**src/psu_pkg.sv**
```systemverilog
`timescale 1ns / 1ps
// shared types and constants for the png scanline unfilter
package psu_pkg;

  localparam int MAX_LINE_BYTES  = 65536;
  localparam int MAX_PIXEL_BYTES = 8;

  localparam int LINE_ADDR_W = $clog2(MAX_LINE_BYTES);
  localparam int LINE_LEN_W  = LINE_ADDR_W + 1;
  localparam int WIN_IDX_W   = $clog2(MAX_PIXEL_BYTES);
  localparam int BPP_W       = 4;
  localparam int CFG_DATA_W  = 17;
  localparam int CFG_IDX_W   = 1;

  typedef enum logic [CFG_IDX_W-1:0] {
    CFG_LINE_BYTES      = 1'b0,
    CFG_BYTES_PER_PIXEL = 1'b1
  } cfg_reg_t;

  localparam logic [7:0] FILT_SUB   = 8'd1;
  localparam logic [7:0] FILT_UP    = 8'd2;
  localparam logic [7:0] FILT_AVG   = 8'd3;
  localparam logic [7:0] FILT_PAETH = 8'd4;

  // left, up and upper-left taps of one byte
  typedef struct packed {
    logic [7:0] a;
    logic [7:0] b;
    logic [7:0] c;
  } taps_t;

endpackage

```
**src/psu_predictor.sv**
```systemverilog
`timescale 1ns / 1ps
// filter reconstruction of one byte: sub, up, average and paeth
module psu_predictor (
  input  logic [7:0]     filtered_byte,
  input  logic [7:0]     filter_code,
  input  psu_pkg::taps_t taps,
  output logic [7:0]     recon_byte
);
  import psu_pkg::*;

  logic signed [9:0] a_s, b_s, c_s;
  logic signed [9:0] d_bc, d_ac, d_abc;
  logic [9:0]        pa, pb, pc;
  logic [7:0]        paeth;
  logic [8:0]        avg_sum;
  logic [7:0]        pred;

  always_comb begin
    a_s   = signed'({2'b00, taps.a});
    b_s   = signed'({2'b00, taps.b});
    c_s   = signed'({2'b00, taps.c});
    // |p-a| = |b-c|, |p-b| = |a-c|, |p-c| = |a+b-2c|
    d_bc  = b_s - c_s;
    d_ac  = a_s - c_s;
    d_abc = d_bc + d_ac;
    pa    = d_bc[9]  ? 10'(-d_bc)  : 10'(d_bc);
    pb    = d_ac[9]  ? 10'(-d_ac)  : 10'(d_ac);
    pc    = d_abc[9] ? 10'(-d_abc) : 10'(d_abc);
    if (pa <= pb && pa <= pc) begin
      paeth = taps.a;
    end else if (pb <= pc) begin
      paeth = taps.b;
    end else begin
      paeth = taps.c;
    end

    avg_sum = {1'b0, taps.a} + {1'b0, taps.b};

    case (filter_code)
      FILT_SUB:   pred = taps.a;
      FILT_UP:    pred = taps.b;
      FILT_AVG:   pred = avg_sum[8:1];
      FILT_PAETH: pred = paeth;
      default:    pred = 8'd0;
    endcase

    recon_byte = filtered_byte + pred;
  end

endmodule

```
**config.mk**
```make
export PLATFORM = sky130hd
export DESIGN_NAME = psu_predictor
export DESIGN_NICKNAME = d
export VERILOG_FILES = /design/src/psu_pkg.sv /design/src/psu_predictor.sv
export SDC_FILE = /design/constraint.sdc
export NUM_CORES = 1
export LEC_CHECK = 0
export BUFFER_PORTS_ARGS = -buffer_cell sky130_fd_sc_hd__buf_2
export CORE_MARGIN = 2
export CORE_UTILIZATION = 60
export DETAILED_ROUTE_END_ITERATION = 16
export GPL_ROUTABILITY_DRIVEN = 0
export PLACE_DENSITY = 0.88
export SLEW_MARGIN = 25
export SYNTH_ARGS = -nofsm -noshare
export SYNTH_HDL_FRONTEND = slang
export SYNTH_SLANG_ARGS = --single-unit
```
**constraint.sdc**
```tcl
create_clock -name vclk -period 11.7
set_input_delay 1.755 -clock vclk [all_inputs]
set_output_delay 1.755 -clock vclk [all_outputs]
set_load 0.1 [all_outputs]
```
# Word-level counts from Yosys, hierarchy flattened
# Index checks and enable logic that the tools add are counted.
# Widths: inputs -> output; s select.
[word_totals] regBits=0 word_cells=22
[op_classes] addsub=8 order_cmp=3 n_eq_ne=4 n_mux=6 reduce_logical=1
[op_table] op="$pmux 8 s4" count=1
[op_table] op="$le 10x10->1" count=3
[op_table] op="$mux 10" count=3
[op_table] op="$neg 9->10" count=2
[op_table] op="$sub 8x8->9" count=2
[op_table] op="$eq 8x2->1 const B" count=2
[op_table] op="$mux 8" count=2
[op_table] op="$add 9x9->10" count=1
[op_table] op="$neg 10->10" count=1
[op_table] op="$add 8x8->9" count=1
[op_table] op="$add 8x8->8" count=1
[op_table] op="$eq 8x1->1 const B" count=1
[op_table] op="$eq 8x3->1 const B" count=1
[op_table] op="$logic_and 1x1->1" count=1

# Longest topological paths before layout
[depth] depth_word=9 ltp_mapped=38

# Worst setup path before layout
# Ideal clock, no wire load.
[synth_timing] kind="input-to-output" start="input port taps[8] in the netlist's numbering" end="output port recon_byte[7]" arrival_ps=9449 t_required_ps=9945 path_slack_ps=496 cell_stages=35 n_path_buf=0 cell_sequence="inv_1 > ha_1 > inv_1 > fa_1 > xnor2_1 > inv_1 > ha_1 > a21oi_1 > o21ai_0 > a21o_2 > maj3_2 > maj3_2 > a21oi_4 > xor2_2 > a31oi_1 > xor2_1 > ha_1 > nand4_1 > nor2_1 > a21oi_1 > o211a_1 > a31oi_2 > mux2i_1 > a21oi_1 > a21o_1 > ha_1 > a21o_1 > a21oi_1 > o21bai_1 > a21oi_1 > nor2b_1 > o21ai_0 > nand2b_1 > xnor2_1 > xnor2_1"
[synth_between] elab_chain_cells=9
[synth_lines] item="start: declaration" line_no="psu_predictor.sv:6" source="input psu_pkg::taps_t taps,"
[synth_lines] item="$sub 8x8->9" line_no="psu_predictor.sv:23" source="d_bc = b_s - c_s;"
[synth_lines] item="$add 9x9->10" line_no="psu_predictor.sv:25" source="d_abc = d_bc + d_ac;"
[synth_lines] item="$neg 10->10" line_no="psu_predictor.sv:28" source="pc = d_abc[9] ? 10'(-d_abc) : 10'(d_abc);"
[synth_lines] item="$mux 10" line_no="psu_predictor.sv:28"
[synth_lines] item="$le 10x10->1 (on tied branches)" line_no="psu_predictor.sv:31, psu_predictor.sv:29"
[synth_lines] item="$mux 8 / $logic_and 1x1->1 (equally long branches)" line_no="psu_predictor.sv:31, psu_predictor.sv:29"
[synth_lines] item="$mux 8" line_no="psu_predictor.sv:29" source="if (pa <= pb && pa <= pc) begin"
[synth_lines] item="$pmux 8 s4 *" line_no="psu_predictor.sv:39" source="case (filter_code)"
[synth_lines] item="$add 8x8->8 *" line_no="psu_predictor.sv:47" source="recon_byte = filtered_byte + pred;"
[synth_lines] item="end: declaration" line_no="psu_predictor.sv:7" source="output logic [7:0] recon_byte"
# Every way passes the cells marked *; elsewhere a longest branch is shown, timed or not.

# Worst setup path in the final report
[layout_timing] start="input port taps[16] in the netlist's numbering" end="output port recon_byte[7]"
[layout_between] elab_chain_cells=9
[layout_lines] item="$sub 8x8->9" line_no="psu_predictor.sv:24" source="d_ac = a_s - c_s;"
[layout_lines] item="$add 9x9->10" line_no="psu_predictor.sv:25"
[layout_lines] item="$neg 10->10" line_no="psu_predictor.sv:28"
[layout_lines] item="$mux 10" line_no="psu_predictor.sv:28"
[layout_lines] item="$le 10x10->1 (on tied branches)" line_no="psu_predictor.sv:31, psu_predictor.sv:29"
[layout_lines] item="$mux 8 / $logic_and 1x1->1 (equally long branches)" line_no="psu_predictor.sv:31, psu_predictor.sv:29"
[layout_lines] item="$mux 8" line_no="psu_predictor.sv:29"
[layout_lines] item="$pmux 8 s4 *" line_no="psu_predictor.sv:39"
[layout_lines] item="$add 8x8->8 *" line_no="psu_predictor.sv:47"
# Marks and branches as above.

==> results.sh <==
export IMPL_drt_wl_total_um=7660
export IMPL_overflow=0
export IMPL_path_common_cell="a21oi_1"
export IMPL_drc_errors=0
export IMPL_cts_resized=0
export IMPL_avgRoutedWirePerCell_um=14.5
export IMPL_irDropWorstVdd_uv=86.6
export IMPL_grt_max_degree=14
export IMPL_critPathSlowestCell="buf_2"
export IMPL_cp_end_kind="output pin"
export IMPL_numPortBuffers=48
export IMPL_yosysTopAreaCell="ha_1"
export IMPL_regArea_um2=0
export IMPL_synth_xor_area_frac=0.146
export IMPL_die_y_um=76.0
export IMPL_grt_use_total=0.261
export IMPL_seq_cell_count=0
export IMPL_period_share=0.937
export IMPL_min_period_ns=10.96
export IMPL_fp_dieW_um=76.0
export IMPL_syn_inst=412
export IMPL_synth_top_area_share=0.270
export IMPL_p_total_uw=481
export IMPL_run_status="completed"
export IMPL_synthSimpleGateAreaFrac=0.176
export IMPL_diodes=0
export IMPL_slew_violations=0
export IMPL_synth_top_family_by_area="adder cells"
export IMPL_cts_setup_buffers=0
export IMPL_crit_arrival_ns=9.21
export IMPL_worstPathMaxFanout=9
export IMPL_vias=3130
export IMPL_nets=571
export IMPL_area_growth_pct=10.3
export IMPL_synthTopCellsByArea="ha_1 27%, xnor2_1 7.6%, xor2_1 5.9%, a21oi_1 5.3%, inv_1 4.2%"
export IMPL_slew_headroom=0.635
export IMPL_final_area_um2=3430
export IMPL_dr_pass1_iters=4
export IMPL_tns_ns=0
export IMPL_criticalPathCategory="input port to output pin"
export IMPL_via_per_inst=5.94
export IMPL_seq_area_frac_synth=0
export IMPL_ys_types=60
export IMPL_hold_start="filtered_byte[7]"
export IMPL_rows=26
export IMPL_hpwl_um=6710
export IMPL_grt_pass1_vias=3166
export IMPL_postRouteAntennaNets=0
export IMPL_antenna_found_initial=0
export IMPL_worst_slew_pin_slew_ns=0.539
export IMPL_drv_cap=0
export IMPL_nClkBuffers=0
export IMPL_coreArea_um2=5040
export IMPL_ys_warn_count=0
export IMPL_avgSynthCellArea_um2=7.54
export IMPL_placed_cell_area_um2=3430
export IMPL_drive_above_1_share=0.166
export IMPL_holdBufCountCts=0
export IMPL_worstHoldEndpoint="recon_byte[7]"
export IMPL_min_path_cells=4
export IMPL_syn_area_um2=3110
export IMPL_cp_start_kind="input port"
export IMPL_synth_area_mux_share=0.0471
export IMPL_setup_viol=0
export IMPL_leakage_nw=1.75
export IMPL_required_ns=9.95
export IMPL_hold_class="input port to output pin"
export IMPL_initial_core_util=0.616
export IMPL_hold_violations=0
export IMPL_final_core_util=0.680
export IMPL_synth_compound_area_frac=0.263
export IMPL_rsz0062_at_grt="no"
export IMPL_die_area_um2=5770
export IMPL_initialDrtViolationCount=133
export IMPL_power_density_nw_per_um2=140
export IMPL_synth_fa_ha_area_frac=0.316
export IMPL_critical_path_max_stage_delay_ns=0.44
export IMPL_max_freq_ghz=0.0912
export IMPL_grt_first_pass_wirelength_um=13100
export IMPL_ios=48
## power by group
part,leakage (nW),switching (mW),internal (mW),total [mW]
Combinational,1.75,0.277,0.204,0.481
Clock,0,0,0,0
Sequential,0,0,0,0
## synthesized netlist by cell type, types with 2 or more instances
cell and number:
and2_2 2, nand2_1 24, or3_1 3, a21o_1 17
conb_1 2, o31a_1 3, xnor2_1 27, o21a_1 5
nor4b_1 2, a211oi_2 2, a31oi_1 3, nand3b_1 2
mux2_2 5, or2_2 3, clkbuf_1 5, maj3_2 3
and3_1 3, ha_1 67, o22ai_1 8, o211ai_1 3
nand4_1 7, fa_1 5, inv_1 35, xor2_1 21
mux2i_1 9, o21ai_0 24, nor2_1 29, a21oi_1 33
nor4_1 2, o21bai_1 6, nand3_1 2, nor2b_1 14
a22oi_1 5, nand2b_1 5
## metrics by stage
step,hold slack [ns],cells,setup WS [ns]
2_1_floorplan,4.06,414,0.496
3_3_place_gp,4.06,527,0.960
3_5_place_dp,4.06,527,0.782
4_1_cts,4.07,527,0.761
5_1_grt,4.10,527,0.0595
6_report,4.06,527,0.740
## cells in the final DEF (no fill, tap or decap), types with 2 or more instances in the layout
master    Yosys  routed
nand3b_1      2       2
and3_1        3       3
nor2_1       29      29
fa_1          5       5
o31a_1        3       3
a31oi_1       3       3
o21ai_0      24      24
or3_1         3       3
o21bai_1      6       6
o211ai_1      3       3
a22oi_1       5       5
ha_1         67      67
and2_2        2       2
xor2_1       21      21
nand2_1      24      24
a211oi_2      2       2
nand2b_1      5       5
o22ai_1       8       8
inv_1        35      35
conb_1        2       4
xnor2_1      27      27
mux2_2        5       5
nand4_1       7       7
nor4b_1       2       2
nand3_1       2       2
o21a_1        5       5
a21o_1       17      17
or2_2         3       3
nor2b_1      14      14
a21oi_1      33      33
buf_2         0      48
maj3_2        3       3
mux2i_1       9       9
nor4_1        2       2
## kinds of logic (layout without fill, tap and decap cells)
| group | count (synthesis) | after routing |
|---|---|---|
| xor gates and xnor gates | 50 | 50 |
| and+or+nand+nor | 106 | 106 |
| buffers and inverters | 41 | 84 |
| adders and majority gates | 76 | 76 |
| other | 2 | 4 |
| muxes | 14 | 14 |
| AOI/OAI and AO/OA | 123 | 123 |
## how the worst max path moves through the flow
stage          depth (start not counted)  startpoint             to  slack [ns]
4_1_cts                               38    taps[16]  recon_byte[7]        0.76
3_5_place_dp                          38    taps[16]  recon_byte[7]        0.78
5_1_grt                               37     taps[1]  recon_byte[7]        0.06
6_report                              38    taps[16]  recon_byte[7]        0.74
2_1_floorplan                         35     taps[8]  recon_byte[7]        0.50
3_3_place_gp                          38    taps[16]  recon_byte[7]        0.96
## worst max-delay path: cells and delay by family
| family | cells | cell delay (ns) |
|---|---|---|
| xor+xnor | 5 | 1.13 |
| compound gates | 15 | 2.42 |
| fa+ha+maj | 7 | 2.16 |
| simple gates | 4 | 0.49 |
| buf+inv | 6 | 0.99 |
| mux | 1 | 0.24 |
## cell type report
type	instances	area, um2
inverter	35	131
timing repair buffer	49	248
multi-input combinational	373	2960
fill	439	1620
tap	70	87.6
## metal layers
layer / global-route usage / vias to the layer above / part of all wire
met1: 0.309 / 1414 / 0.42
met2: 0.502 / 111 / 0.50
met3: 0.0131 / 23 / 0.045
li1: - / 1582 / -
met4: 0.0818 / 0 / 0.033
met5: 0 / - / 0
Power figures use the tool's default switching activity.
